--- src/design/drt2_pkg.sv ---
`timescale 1ns / 1ps

package drt2_pkg;

    localparam int MAX_RECTS_DEF = 16;

    localparam int COORD_W = 12;   // stored x / y
    localparam int DIM_W   = 13;   // stored w / h and screen size
    localparam int CFG_W   = 13;   // configuration data width

    localparam logic [DIM_W-1:0] SCREEN_MAX = 13'd4096;

    // request codes
    localparam logic [1:0] REQ_MARK     = 2'd0;
    localparam logic [1:0] REQ_MARK_ALL = 2'd1;
    localparam logic [1:0] REQ_PRESENT  = 2'd2;

    // configuration register indexes
    localparam logic [1:0] CFG_DISP_EN  = 2'd0;
    localparam logic [1:0] CFG_SCR_W    = 2'd1;
    localparam logic [1:0] CFG_SCR_H    = 2'd2;
    localparam logic [1:0] CFG_FLIP     = 2'd3;

    localparam logic             DISP_EN_RST = 1'b1;
    localparam logic [DIM_W-1:0] SCR_W_RST   = 13'd1024;
    localparam logic [DIM_W-1:0] SCR_H_RST   = 13'd768;
    localparam logic             FLIP_RST    = 1'b1;

    typedef struct packed {
        logic [1:0]         req_type;
        logic signed [15:0] rect_x;
        logic signed [15:0] rect_y;
        logic signed [15:0] rect_w;
        logic signed [15:0] rect_h;
    } t_in_item;

    typedef struct packed {
        logic               has_rect;
        logic               dest_page;
        logic [COORD_W-1:0] copy_x;
        logic [COORD_W-1:0] copy_y;
        logic [DIM_W-1:0]   copy_w;
        logic [DIM_W-1:0]   copy_h;
        logic               whole_screen;
        logic               last;
    } t_out_item;

    typedef struct packed {
        logic [COORD_W-1:0] x;
        logic [COORD_W-1:0] y;
        logic [DIM_W-1:0]   w;
        logic [DIM_W-1:0]   h;
    } t_rect;

    typedef enum logic [1:0] {
        SRC_ENTRY,
        SRC_WHOLE,
        SRC_ZERO
    } t_src;

    typedef struct packed {
        logic in_load;
        logic clamp_load;
        logic rd_en;
        logic wr_en;
        logic wr_merge;
        logic out_load;
        t_src out_src;
        logic out_page;
        logic out_last;
    } t_dp_cmd;

    typedef struct packed {
        logic rect_empty;
        logic hit;
        logic out_free;
    } t_dp_sts;

endpackage

--- src/design/dirty_rect_tracker_two_page_core.sv ---
`timescale 1ns / 1ps
// Channel    Direction  Handshake                  Payload
// request    in         i_in_valid / o_in_stall    i_in_item  (t_in_item)
// result     out        o_out_valid / i_out_stall  o_out_item (t_out_item)
// config     in         i_cfg_we                   i_cfg_idx, i_cfg_data
//
// Mark-all and ignored requests are handled in S_IDLE. A mark is clamped in S_IDLE, S_CLAMP and
// S_CHECK, then each page is visited in S_PAGE and scanned entry by entry in S_SCAN, bound by the single-port store.
// A present is accepted in S_IDLE, then each listed rectangle is read (S_PRD) and loaded into the output
// register (S_PEMIT); a whole-page or empty result goes straight to S_PEMIT, which waits while i_out_stall holds it.
// Reset (synchronous, active low) empties both lists and sets both full-page flags.

module dirty_rect_tracker_two_page_core import drt2_pkg::*; #(
    parameter int  MAX_RECTS = MAX_RECTS_DEF,
    localparam int IW        = (MAX_RECTS > 1) ? $clog2(MAX_RECTS) : 1,
    localparam int AW        = IW + 1
) (
    input  logic             i_clk,
    input  logic             i_rst_n,
    input  logic             i_in_valid,
    output logic             o_in_stall,
    input  t_in_item         i_in_item,
    output logic             o_out_valid,
    input  logic             i_out_stall,
    output t_out_item        o_out_item,
    input  logic             i_cfg_we,
    input  logic [1:0]       i_cfg_idx,
    input  logic [CFG_W-1:0] i_cfg_data
);

    logic             r_disp_en;
    logic [DIM_W-1:0] r_scr_w;
    logic [DIM_W-1:0] r_scr_h;
    logic             r_flip;

    t_dp_cmd       w_cmd;
    t_dp_sts       w_sts;
    logic [AW-1:0] w_mem_addr;

    always_ff @(posedge i_clk) begin
        if (!i_rst_n) begin
            r_disp_en <= DISP_EN_RST;
            r_scr_w   <= SCR_W_RST;
            r_scr_h   <= SCR_H_RST;
            r_flip    <= FLIP_RST;
        end else if (i_cfg_we) begin
            unique case (i_cfg_idx)
                CFG_DISP_EN: r_disp_en <= i_cfg_data[0];
                CFG_SCR_W:   r_scr_w   <= i_cfg_data[DIM_W-1:0];
                CFG_SCR_H:   r_scr_h   <= i_cfg_data[DIM_W-1:0];
                CFG_FLIP:    r_flip    <= i_cfg_data[0];
                default:     r_flip    <= r_flip;
            endcase
        end
    end

    drt2_ctrl #(
        .MAX_RECTS (MAX_RECTS)
    ) u_ctrl (
        .i_clk      (i_clk),
        .i_rst_n    (i_rst_n),
        .i_in_valid (i_in_valid),
        .i_req_type (i_in_item.req_type),
        .i_disp_en  (r_disp_en),
        .i_flip     (r_flip),
        .o_in_stall (o_in_stall),
        .o_cmd      (w_cmd),
        .o_mem_addr (w_mem_addr),
        .i_sts      (w_sts)
    );

    drt2_dp #(
        .MAX_RECTS (MAX_RECTS)
    ) u_dp (
        .i_clk       (i_clk),
        .i_rst_n     (i_rst_n),
        .i_cmd       (w_cmd),
        .i_mem_addr  (w_mem_addr),
        .i_in_item   (i_in_item),
        .i_scr_w     (r_scr_w),
        .i_scr_h     (r_scr_h),
        .o_sts       (w_sts),
        .o_out_valid (o_out_valid),
        .i_out_stall (i_out_stall),
        .o_out_item  (o_out_item)
    );

endmodule

--- src/design/drt2_dp.sv ---
`timescale 1ns / 1ps

module drt2_dp import drt2_pkg::*; #(
    parameter int  MAX_RECTS = MAX_RECTS_DEF,
    localparam int IW        = (MAX_RECTS > 1) ? $clog2(MAX_RECTS) : 1,
    localparam int AW        = IW + 1
) (
    input  logic             i_clk,
    input  logic             i_rst_n,
    input  t_dp_cmd          i_cmd,
    input  logic [AW-1:0]    i_mem_addr,
    input  t_in_item         i_in_item,
    input  logic [DIM_W-1:0] i_scr_w,
    input  logic [DIM_W-1:0] i_scr_h,
    output t_dp_sts          o_sts,
    output logic             o_out_valid,
    input  logic             i_out_stall,
    output t_out_item        o_out_item
);

    localparam int MEM_DEPTH = 2 * (1 << IW);
    localparam int CLW       = 18;          // room for sums of two 16-bit signed values
    localparam int EW        = DIM_W + 1;   // edge = coord + size

    // rectangle store, one half per page
    t_rect r_mem [MEM_DEPTH];
    t_rect r_rd_data;

    // first clamp stage (left/top edge)
    logic signed [CLW-1:0] r_xa, r_wa, r_ya, r_ha;
    logic                  r_neg;

    // clamped rectangle of the current mark
    t_rect r_rect;
    logic  r_empty;

    logic      r_out_valid;
    t_out_item r_out;

    logic [DIM_W-1:0]      w_sw, w_sh;
    logic signed [CLW-1:0] w_sw_s, w_sh_s;
    logic signed [CLW-1:0] w_x, w_y, w_w, w_h;
    logic signed [CLW-1:0] w_xend, w_yend, w_wf, w_hf;
    logic                  w_empty;

    logic [EW-1:0] w_ax, w_ay, w_bx, w_by;
    logic [EW-1:0] w_ax1, w_ay1, w_bx1, w_by1;
    logic [EW-1:0] w_mx0, w_my0, w_mx1, w_my1, w_mw, w_mh;
    logic          w_hit;
    t_rect         w_merged, w_wr_data;
    logic          w_out_free;
    t_out_item     w_out_next;

    // saturate screen size
    assign w_sw   = (i_scr_w > SCREEN_MAX) ? SCREEN_MAX : i_scr_w;
    assign w_sh   = (i_scr_h > SCREEN_MAX) ? SCREEN_MAX : i_scr_h;
    assign w_sw_s = CLW'(w_sw);
    assign w_sh_s = CLW'(w_sh);

    assign w_x = CLW'(i_in_item.rect_x);
    assign w_y = CLW'(i_in_item.rect_y);
    assign w_w = CLW'(i_in_item.rect_w);
    assign w_h = CLW'(i_in_item.rect_h);

    // second clamp stage (right/bottom edge)
    assign w_xend  = r_xa + r_wa;
    assign w_yend  = r_ya + r_ha;
    assign w_wf    = (w_xend > w_sw_s) ? (w_sw_s - r_xa) : r_wa;
    assign w_hf    = (w_yend > w_sh_s) ? (w_sh_s - r_ya) : r_ha;
    assign w_empty = r_neg || (w_wf <= 0) || (w_hf <= 0);

    // overlap-or-touch test and bounding union against the stored entry
    assign w_ax  = EW'(r_rd_data.x);
    assign w_ay  = EW'(r_rd_data.y);
    assign w_bx  = EW'(r_rect.x);
    assign w_by  = EW'(r_rect.y);
    assign w_ax1 = w_ax + EW'(r_rd_data.w);
    assign w_ay1 = w_ay + EW'(r_rd_data.h);
    assign w_bx1 = w_bx + EW'(r_rect.w);
    assign w_by1 = w_by + EW'(r_rect.h);

    assign w_hit = !((w_ax1 < w_bx) || (w_bx1 < w_ax) || (w_ay1 < w_by) || (w_by1 < w_ay));

    assign w_mx0 = (w_ax < w_bx) ? w_ax : w_bx;
    assign w_my0 = (w_ay < w_by) ? w_ay : w_by;
    assign w_mx1 = (w_ax1 > w_bx1) ? w_ax1 : w_bx1;
    assign w_my1 = (w_ay1 > w_by1) ? w_ay1 : w_by1;
    assign w_mw  = w_mx1 - w_mx0;
    assign w_mh  = w_my1 - w_my0;

    assign w_merged.x = w_mx0[COORD_W-1:0];
    assign w_merged.y = w_my0[COORD_W-1:0];
    assign w_merged.w = w_mw[DIM_W-1:0];
    assign w_merged.h = w_mh[DIM_W-1:0];

    assign w_wr_data = i_cmd.wr_merge ? w_merged : r_rect;

    always_ff @(posedge i_clk) begin
        if (i_cmd.wr_en) begin
            r_mem[i_mem_addr] <= w_wr_data;
        end
        if (i_cmd.rd_en) begin
            r_rd_data <= r_mem[i_mem_addr];
        end
    end

    always_ff @(posedge i_clk) begin
        if (i_cmd.in_load) begin
            r_xa  <= (w_x < 0) ? '0 : w_x;
            r_wa  <= (w_x < 0) ? (w_w + w_x) : w_w;
            r_ya  <= (w_y < 0) ? '0 : w_y;
            r_ha  <= (w_y < 0) ? (w_h + w_y) : w_h;
            r_neg <= (w_w <= 0) || (w_h <= 0);
        end
        if (i_cmd.clamp_load) begin
            r_rect.x <= r_xa[COORD_W-1:0];
            r_rect.y <= r_ya[COORD_W-1:0];
            r_rect.w <= w_wf[DIM_W-1:0];
            r_rect.h <= w_hf[DIM_W-1:0];
            r_empty  <= w_empty;
        end
    end

    always_comb begin
        w_out_next              = '0;
        w_out_next.dest_page    = i_cmd.out_page;
        w_out_next.last         = i_cmd.out_last;
        case (i_cmd.out_src)
            SRC_ENTRY: begin
                w_out_next.has_rect = 1'b1;
                w_out_next.copy_x   = r_rd_data.x;
                w_out_next.copy_y   = r_rd_data.y;
                w_out_next.copy_w   = r_rd_data.w;
                w_out_next.copy_h   = r_rd_data.h;
            end
            SRC_WHOLE: begin
                w_out_next.has_rect     = 1'b1;
                w_out_next.copy_w       = w_sw;
                w_out_next.copy_h       = w_sh;
                w_out_next.whole_screen = 1'b1;
            end
            default: begin
                w_out_next.has_rect = 1'b0;
            end
        endcase
    end

    assign w_out_free = !r_out_valid || !i_out_stall;

    // output register: parts the sequencer from the downstream stall
    always_ff @(posedge i_clk) begin
        if (!i_rst_n) begin
            r_out_valid <= 1'b0;
        end else if (i_cmd.out_load) begin
            r_out_valid <= 1'b1;
        end else if (!i_out_stall) begin
            r_out_valid <= 1'b0;
        end
        if (i_cmd.out_load) begin
            r_out <= w_out_next;
        end
    end

    assign o_sts.rect_empty = r_empty;
    assign o_sts.hit        = w_hit;
    assign o_sts.out_free   = w_out_free;
    assign o_out_valid      = r_out_valid;
    assign o_out_item       = r_out;

endmodule

--- src/design/drt2_ctrl.sv ---
`timescale 1ns / 1ps

module drt2_ctrl import drt2_pkg::*; #(
    parameter int  MAX_RECTS = MAX_RECTS_DEF,
    localparam int IW        = (MAX_RECTS > 1) ? $clog2(MAX_RECTS) : 1,
    localparam int CW        = $clog2(MAX_RECTS + 1),
    localparam int AW        = IW + 1
) (
    input  logic          i_clk,
    input  logic          i_rst_n,
    input  logic          i_in_valid,
    input  logic [1:0]    i_req_type,
    input  logic          i_disp_en,
    input  logic          i_flip,
    output logic          o_in_stall,
    output t_dp_cmd       o_cmd,
    output logic [AW-1:0] o_mem_addr,
    input  t_dp_sts       i_sts
);

    typedef enum logic [2:0] {
        S_IDLE,
        S_CLAMP,
        S_CHECK,
        S_PAGE,
        S_SCAN,
        S_PRD,
        S_PEMIT
    } t_state;

    t_state          r_state, n_state;
    logic            r_page, n_page;       // page being updated by a mark
    logic            r_tp, n_tp;           // target page of a present
    t_src            r_src, n_src;
    logic [CW-1:0]   r_idx, n_idx;
    logic [CW-1:0]   r_count [2];
    logic [CW-1:0]   n_count [2];
    logic [1:0]      r_full, n_full;
    logic            r_shown, n_shown;

    logic            w_tp;
    logic [CW-1:0]   w_prev;
    logic            w_last;

    assign w_tp   = i_flip ? ~r_shown : 1'b0;
    assign w_prev = r_idx - CW'(1);
    assign w_last = (r_src != SRC_ENTRY) || ((r_idx + CW'(1)) == r_count[r_tp]);

    always_comb begin
        n_state    = r_state;
        n_page     = r_page;
        n_tp       = r_tp;
        n_src      = r_src;
        n_idx      = r_idx;
        n_count    = r_count;
        n_full     = r_full;
        n_shown    = r_shown;
        o_cmd      = '0;
        o_mem_addr = '0;

        unique case (r_state)
            S_IDLE: begin
                if (i_in_valid) begin
                    if (i_req_type == REQ_MARK_ALL) begin
                        n_full     = 2'b11;
                        n_count[0] = '0;
                        n_count[1] = '0;
                    end else if (i_disp_en) begin
                        if (i_req_type == REQ_MARK) begin
                            o_cmd.in_load = 1'b1;
                            n_state       = S_CLAMP;
                        end else if (i_req_type == REQ_PRESENT) begin
                            n_tp  = w_tp;
                            n_idx = '0;
                            if (r_full[w_tp]) begin
                                n_src   = SRC_WHOLE;
                                n_state = S_PEMIT;
                            end else if (r_count[w_tp] == '0) begin
                                n_src   = SRC_ZERO;
                                n_state = S_PEMIT;
                            end else begin
                                n_src   = SRC_ENTRY;
                                n_state = S_PRD;
                            end
                        end
                    end
                end
            end

            S_CLAMP: begin
                o_cmd.clamp_load = 1'b1;
                n_state          = S_CHECK;
            end

            S_CHECK: begin
                n_page  = 1'b0;
                n_state = i_sts.rect_empty ? S_IDLE : S_PAGE;
            end

            S_PAGE: begin
                if (r_full[r_page]) begin
                    n_page  = 1'b1;
                    n_state = r_page ? S_IDLE : S_PAGE;
                end else if (r_count[r_page] == '0) begin
                    // empty list: append at slot zero
                    o_cmd.wr_en     = 1'b1;
                    o_mem_addr      = {r_page, IW'(0)};
                    n_count[r_page] = CW'(1);
                    n_page          = 1'b1;
                    n_state         = r_page ? S_IDLE : S_PAGE;
                end else begin
                    o_cmd.rd_en = 1'b1;
                    o_mem_addr  = {r_page, IW'(0)};
                    n_idx       = CW'(1);
                    n_state     = S_SCAN;
                end
            end

            // read data holds entry r_idx-1; the next read overlaps the compare
            S_SCAN: begin
                if (i_sts.hit) begin
                    o_cmd.wr_en    = 1'b1;
                    o_cmd.wr_merge = 1'b1;
                    o_mem_addr     = {r_page, w_prev[IW-1:0]};
                    n_page         = 1'b1;
                    n_state        = r_page ? S_IDLE : S_PAGE;
                end else if (r_idx == r_count[r_page]) begin
                    if (r_count[r_page] == CW'(MAX_RECTS)) begin
                        // overflow: fall back to a full-page copy
                        n_full[r_page]  = 1'b1;
                        n_count[r_page] = '0;
                    end else begin
                        o_cmd.wr_en     = 1'b1;
                        o_mem_addr      = {r_page, r_count[r_page][IW-1:0]};
                        n_count[r_page] = r_count[r_page] + CW'(1);
                    end
                    n_page  = 1'b1;
                    n_state = r_page ? S_IDLE : S_PAGE;
                end else begin
                    o_cmd.rd_en = 1'b1;
                    o_mem_addr  = {r_page, r_idx[IW-1:0]};
                    n_idx       = r_idx + CW'(1);
                end
            end

            S_PRD: begin
                o_cmd.rd_en = 1'b1;
                o_mem_addr  = {r_tp, r_idx[IW-1:0]};
                n_state     = S_PEMIT;
            end

            S_PEMIT: begin
                if (i_sts.out_free) begin
                    o_cmd.out_load = 1'b1;
                    o_cmd.out_src  = r_src;
                    o_cmd.out_page = r_tp;
                    o_cmd.out_last = w_last;
                    if (w_last) begin
                        n_full[r_tp]  = 1'b0;
                        n_count[r_tp] = '0;
                        if (i_flip) begin
                            n_shown = r_tp;
                        end
                        n_state = S_IDLE;
                    end else begin
                        n_idx   = r_idx + CW'(1);
                        n_state = S_PRD;
                    end
                end
            end

            default: begin
                n_state = S_IDLE;
            end
        endcase
    end

    always_ff @(posedge i_clk) begin
        if (!i_rst_n) begin
            r_state    <= S_IDLE;
            r_page     <= 1'b0;
            r_tp       <= 1'b0;
            r_src      <= SRC_ZERO;
            r_idx      <= '0;
            r_count[0] <= '0;
            r_count[1] <= '0;
            r_full     <= 2'b11;
            r_shown    <= 1'b0;
        end else begin
            r_state    <= n_state;
            r_page     <= n_page;
            r_tp       <= n_tp;
            r_src      <= n_src;
            r_idx      <= n_idx;
            r_count[0] <= n_count[0];
            r_count[1] <= n_count[1];
            r_full     <= n_full;
            r_shown    <= n_shown;
        end
    end

    assign o_in_stall = (r_state != S_IDLE);

endmodule
--- config.mk ---
export PLATFORM = sky130hd
export DESIGN_NAME = dirty_rect_tracker_two_page_core
export DESIGN_NICKNAME = d
export VERILOG_FILES = /design/src/design/drt2_pkg.sv /design/src/design/dirty_rect_tracker_two_page_core.sv /design/src/design/drt2_dp.sv /design/src/design/drt2_ctrl.sv
export SDC_FILE = /design/constraint.sdc
export NUM_CORES = 2
export LEC_CHECK = 0
export BUFFER_PORTS_ARGS = -buffer_cell sky130_fd_sc_hd__buf_2
export CAP_MARGIN = 40
export CORE_MARGIN = 2
export CORE_UTILIZATION = 35
export CTS_CLUSTER_DIAMETER = 150
export DETAILED_ROUTE_END_ITERATION = 10
export GPL_ROUTABILITY_DRIVEN = 0
export SLEW_MARGIN = 20
export SYNTH_ARGS = -nofsm -noshare
export SYNTH_HDL_FRONTEND = slang
export SYNTH_SLANG_ARGS = --single-unit
--- constraint.sdc ---
create_clock -name i_clk -period 19.73 [get_ports i_clk]
set_input_delay 3.946 -clock i_clk [delete_from_list [all_inputs] [get_ports i_clk]]
set_output_delay 3.946 -clock i_clk [all_outputs]
set_load 0.1 [all_outputs]
---- Word level (Yosys, flattened, before mapping) ----
Memory sizes are Yosys's and may differ from the RTL's. A register that Yosys moved wholly into a read port is not among the register bits.
Index checks and enable logic that the tools add are counted.
W data, S select, Z words.
storage, ports and cells
  register bits ........................... 228
  output and inout bits ................... 56
  bits in writable memories ............... 1600
  memories ................................ 1
  word-level logic and storage cells ...... 284
operators by class
  $add $sub $neg .......................... 15
  reduce and logical (&&, ||, !) cells .... 38
  muxes and demuxes ....................... 119
  $lt $le $gt $ge ......................... 28
  bitwise operators ....................... 16
  equality and inequality tests ........... 35
memory list
  memory      words  width  rd ports  clocked after Yosys merged registers in  write ports  RTL line       RTL
  u_dp.r_mem  32     50     1         1                                        1            drt2_dp.sv:26  t_rect r_mem [MEM_DEPTH];
operators by type and width
  kind                    count
  $mux W5                 28
  $mux W10                9
  $mux W18                4
  $add A12 B13 Y14        4
  $lt A14 B12 Y1          4
  $mux W13                4
  $pmux W26 S2            1
  $mux W50                1
  $pmux W10 S4            1
  $add A16 B18 Y18        2
  $gt A18 B14 Y1          2
  $le A18 B1 Y1 const B   2
  $mux W3                 12
  $add A16 B16 Y17        2
  $sub A14 B16 Y17        2
  $le A16 B1 Y1 const B   2
  $lt A16 B1 Y1 const B   2
  $mux W1                 32
  $gt A14 B14 Y1          2
  $gt A13 B13 Y1 const B  2
  $mux W2                 13
  $sub A13 B13 Y13        2
  $lt A12 B12 Y1          2
  $mux W12                2
  other kinds (52)        114

---- Depth between registers and ports, before layout ----
  depth after elaboration ................. 15
  gate-level depth with buffers ........... 33
  gate-level depth less buffers ........... 32

---- By module ----
A second synthesis with hierarchy kept.
second synthesis, totals
  cell total of the unflattened synthesis .. 4862
  area, all modules ....................... 82673.0 um^2
by module, submodules not included
  module                            cells each  sequential area each (um^2)  times used  area each (um^2)
  drt2_dp                           4446        54732.5                      1           79249.8
  drt2_ctrl                         299         500.5                        1           2270.9
  dirty_rect_tracker_two_page_core  117         560.5                        1           1152.4

---- Worst setup path after synthesis ----
No wires, ideal clock.
  path kind ............................... input port to flip-flop
  from .................................... in i_in_item[64] in the netlist's numbering
  to ...................................... reg u_dp.r_ha[0], enable pin
  arrival time ............................ 8.661 ns
  setup slack ............................. 10.493 ns
  library setup time ...................... 0.575 ns
  cell stages on the path ................. 2
  cells stage by stage .................... nand3b_1 > nor3_1
RTL lines
  item                    RTL line                                RTL
  start: declaration      dirty_rect_tracker_two_page_core.sv:22  input t_in_item i_in_item,
  end signal: assignment  drt2_dp.sv:112                          r_ha <= (w_y < 0) ? (w_h + w_y) : w_h;
  end: declaration        drt2_dp.sv:30                           logic signed [CLW-1:0] r_xa, r_wa, r_ya, r_ha;

---- Final worst setup path ----
  from .................................... reg, netlist name u_dp.r_rd_data[27]
  to ...................................... reg, netlist name u_dp.r_rd_data[22]
on the way
  word-level cells in the longest chain between the ends .. 6
ends and longest elaborated chain
  item                                        RTL line          RTL
  $add A12 B13 Y14                            drt2_dp.sv:78     assign w_ay1 = w_ay + EW'(r_rd_data.h);
  $lt A14 B12 Y1                              drt2_dp.sv:82     assign w_hit = !((w_ax1 < w_bx) || (w_bx1 < w_ax) || (w_ay1 < w_by) || (w_by1 < w_ay));
  $logic_or A1 B1 Y1                          drt2_dp.sv:82
  $logic_or A1 B1 Y1 *                        drt2_dp.sv:82
  $mux W5 or $mux W1 (tied branches)          drt2_ctrl.sv:121  if (i_sts.hit) begin
  $pmux W5 S3 or $pmux W1 S3 (tied branches)  drt2_ctrl.sv:61   unique case (r_state)
Mark *: on every way between the ends. The rest lies on a longest branch, timed or not.
A chain may end at the register's enable or synchronous reset.

==> flow_summary.yaml <==
outcome:
  status: "completed"
detailed_routing:
  vias: 60000
  post_drt_via_cell_ratio: 5.85
  first_pass_iters: 6
  wl_per_cell_um: 27.7
  ant_nets: 0
  drt_iter0_drc: 7848
  drc: 0
  drt_wl_total_um: 284000
clocking:
  insertion_delay_ps: 880
  cts.path.max_buffers: 3
  cts_max_level: 4
  clkSlewWorstSetupHoldPaths_ps: 60
  postCtsSetupBuffers: 0
  ctsHoldBuffers: 0
  clk_root_buffer_cell: "clkbuf_16"
  cts.sink_count: 1876
  cts_made_buffers: 188
  ctsResizeCount: 0
  cts_tree: "done"
logic_synthesis:
  synth_area_leaders: "edfxtp_1 (64%), nand2_1 (4.6%), ha_1 (4.1%)"
  synth-edff-count: 1822
  syn_avg_cell_area_um2: 12.7
  synth-seq-area-share_pct: 64.9
  synthArstFlopShare_pct: 0
  yosysUniqueCellTypes: 98
  yosysTopAreaCell: "edfxtp_1"
  netlist_instances: 6755
  syn_area_um2: 86000
  yosys.area.top_type_share_pct: 63.6
  ys_ff_latch: 1876
  synth_top_flop_cell: "edfxtp_1"
  ys_warn_count: 0
timing:
  skew_ps: 63.7
  final.period_utilization_pct: 46.8
  timing.hold.ws_ps: 459
  fin_setup_tns_ps: 0
  relSlewSlack_pct: 38.4
  rsz0062_at_grt: "no"
  fin_ws_ps: 10490
  maxSlewViolCount: 0
  clock.fmax_mhz: 108
  setup_viol_count_final: 0
  worst_pin_slew_ps: 922
  hold_viol: 0
  post-route-min-period_ps: 9240
floorplan:
  die_height_um: 500
  dieArea_um2: 250000
  die-width_um: 500
  initial_core_util_pct: 35.3
  num_io_pins: 142
  core_um2: 244000
  placementRows: 181
finish:
  layout_commonest_cell: "edfxtp_1"
  areaGrowthSynthToFinish_pct: 14.3
  final_cell_mix: "edfxtp_1 (1822), nand2_1 (1040), a211oi_1 (370), nand3_1 (296), ha_1 (284)"
  num-fill-cells: 22500
  drive_above_1_share_pct: 11.7
  final_cell_area_um2: 98300
  nets: 7282
hold_path:
  min_path_type: "reg -> reg"
worst_setup_path:
  max_stage_delay_ps: 760
  crit_path_start_kind: "flop"
  worstPathArrival_ps: 9820
  crit_fanout: 54
  critPathCaptureType: "flop"
  critPathMostFrequentCell: "buf_4"
  path_class: "reg -> reg"
  cp_data_required_time_ps: 20310
  cp_slowest_cell: "and2_4"
placement:
  place_area_um2: 91800
  dp_hpwl_um: 170000
  portBuffers: 141
  place_ws_ps: 10620
grt:
  antenna_found_initial: 17
  grt_util_all_layers_pct: 22.1
  grt_max_degree: 147
  grt_pass1_vias: 56500
  grt_pass1_wl_um: 405000
  overflow: 0
pwr:
  total_power_mw: 13.2
  ir_drop_v: 0.0000947
  leakagePower_nw: 35.4
  cellPowerDensity_nw_per_um2: 135
run:
  max_cap_violations: 0
## synthesized netlist by cell type (all sizes together) (96+ instances only)
| cell type | n |
|---|---|
| clkbuf | 219 |
| nor3 | 139 |
| nor2 | 166 |
| edfxtp | 1822 |
| a211oi | 375 |
| ha | 284 |
| buf | 173 |
| a21oi | 200 |
| nand2 | 1045 |
| o21ai | 206 |
| xnor2 | 96 |
| a31oi | 147 |
| inv | 210 |
| mux2i | 262 |
| nand3 | 301 |
| and3 | 244 |
## routing by layer
layer / vias to the layer above / GRT usage, % / part of all wire [%]
met1: 30000 / 30.4 / 40
met3: 568 / 3.62 / 9.8
met5: - / 0 / 0.0046
li1: 26100 / - / -
met4: 2 / 7.84 / 3.8
met2: 3339 / 35.1 / 46
## cells by family (layout without fill, tap and decap cells)
group	after synthesis	after routing	synth area share, %
XOR/XNOR	122	122	1.24
other	1	6	0.00436
adder cells (fa/ha/maj)	297	297	4.42
flip-flops	1876	1876	64.9
AND/OR/NAND/NOR	2205	2205	12.1
AO/OA/AOI/OAI	1340	1340	10.7
multiplexers	311	311	3.69
buffers and inverters	603	908	2.91
## critical path: cells and delay by family, from the launching register on
family	cells	cell delay, ps
AOI/OAI and AO/OA	10	2380
xor gates and xnor gates	1	150
adders and majority gates	2	550
buffers and inverters	5	2670
DFF	1	500
muxes	1	250
and+or+nand+nor	8	2320
## area by class of cell
| class | instances | area [um2] | share of cell area (%) |
|---|---|---|---|
| flip-flops and latches | 1876 | 55800 | 56.8 |
| repair buffers | 346 | 2960 | 3.01 |
| clock buffers | 225 | 4910 | 4.99 |
| multi-input cells | 4277 | 28400 | 28.9 |
| clock inverters | 126 | 1440 | 1.46 |
| well taps | 3202 | 4010 | 4.08 |
| inverters | 211 | 792 | 0.806 |
| diodes | 4 | 10.0 | 0.0102 |
## sequential cells by signal (all words and copies together), names as in the netlist, 2 cells and up
signal and cells:
u_ctrl.r_idx 5, u_dp.r_wa 17, u_dp.r_rd_data 50, r_scr_h 13
u_dp.r_ya 16, u_dp.o_out_item 54, u_ctrl.r_state 3, u_dp.r_ha 17
u_ctrl.r_src 2, u_ctrl.r_full 2, u_dp.r_rect 50, r_scr_w 13
u_dp.r_xa 16, u_ctrl.r_count 10, u_dp.r_mem 1600
## per-stage QoR
stage / utilization [%] / cells
5_1_grt: 40.3 / 10300
2_1_floorplan: - / 6756
3_3_place_gp: 37.3 / 9861
4_1_cts: 40.3 / 10300
3_5_place_dp: 37.7 / 9906
6_report: 40.3 / 10300
## worst paths after layout
kind                            from                 end  slack [ps]  cells past startpoint
setup / recovery  u_dp.r_rd_data[27]  u_dp.r_rd_data[22]       10490                     27
hold / removal            r_scr_w[9]          r_scr_w[9]         460                      2
setup reg to reg  u_dp.r_rd_data[27]  u_dp.r_rd_data[22]       10490                     27
hold reg to reg           r_scr_w[9]          r_scr_w[9]         460                      2
## where the power goes
group          switching (mW)  internal [mW]
clock                    1.60           2.10
combinational            3.12           1.31
sequential              0.123           4.97
total                    4.84           8.39
Power figures use the tool's default switching activity.
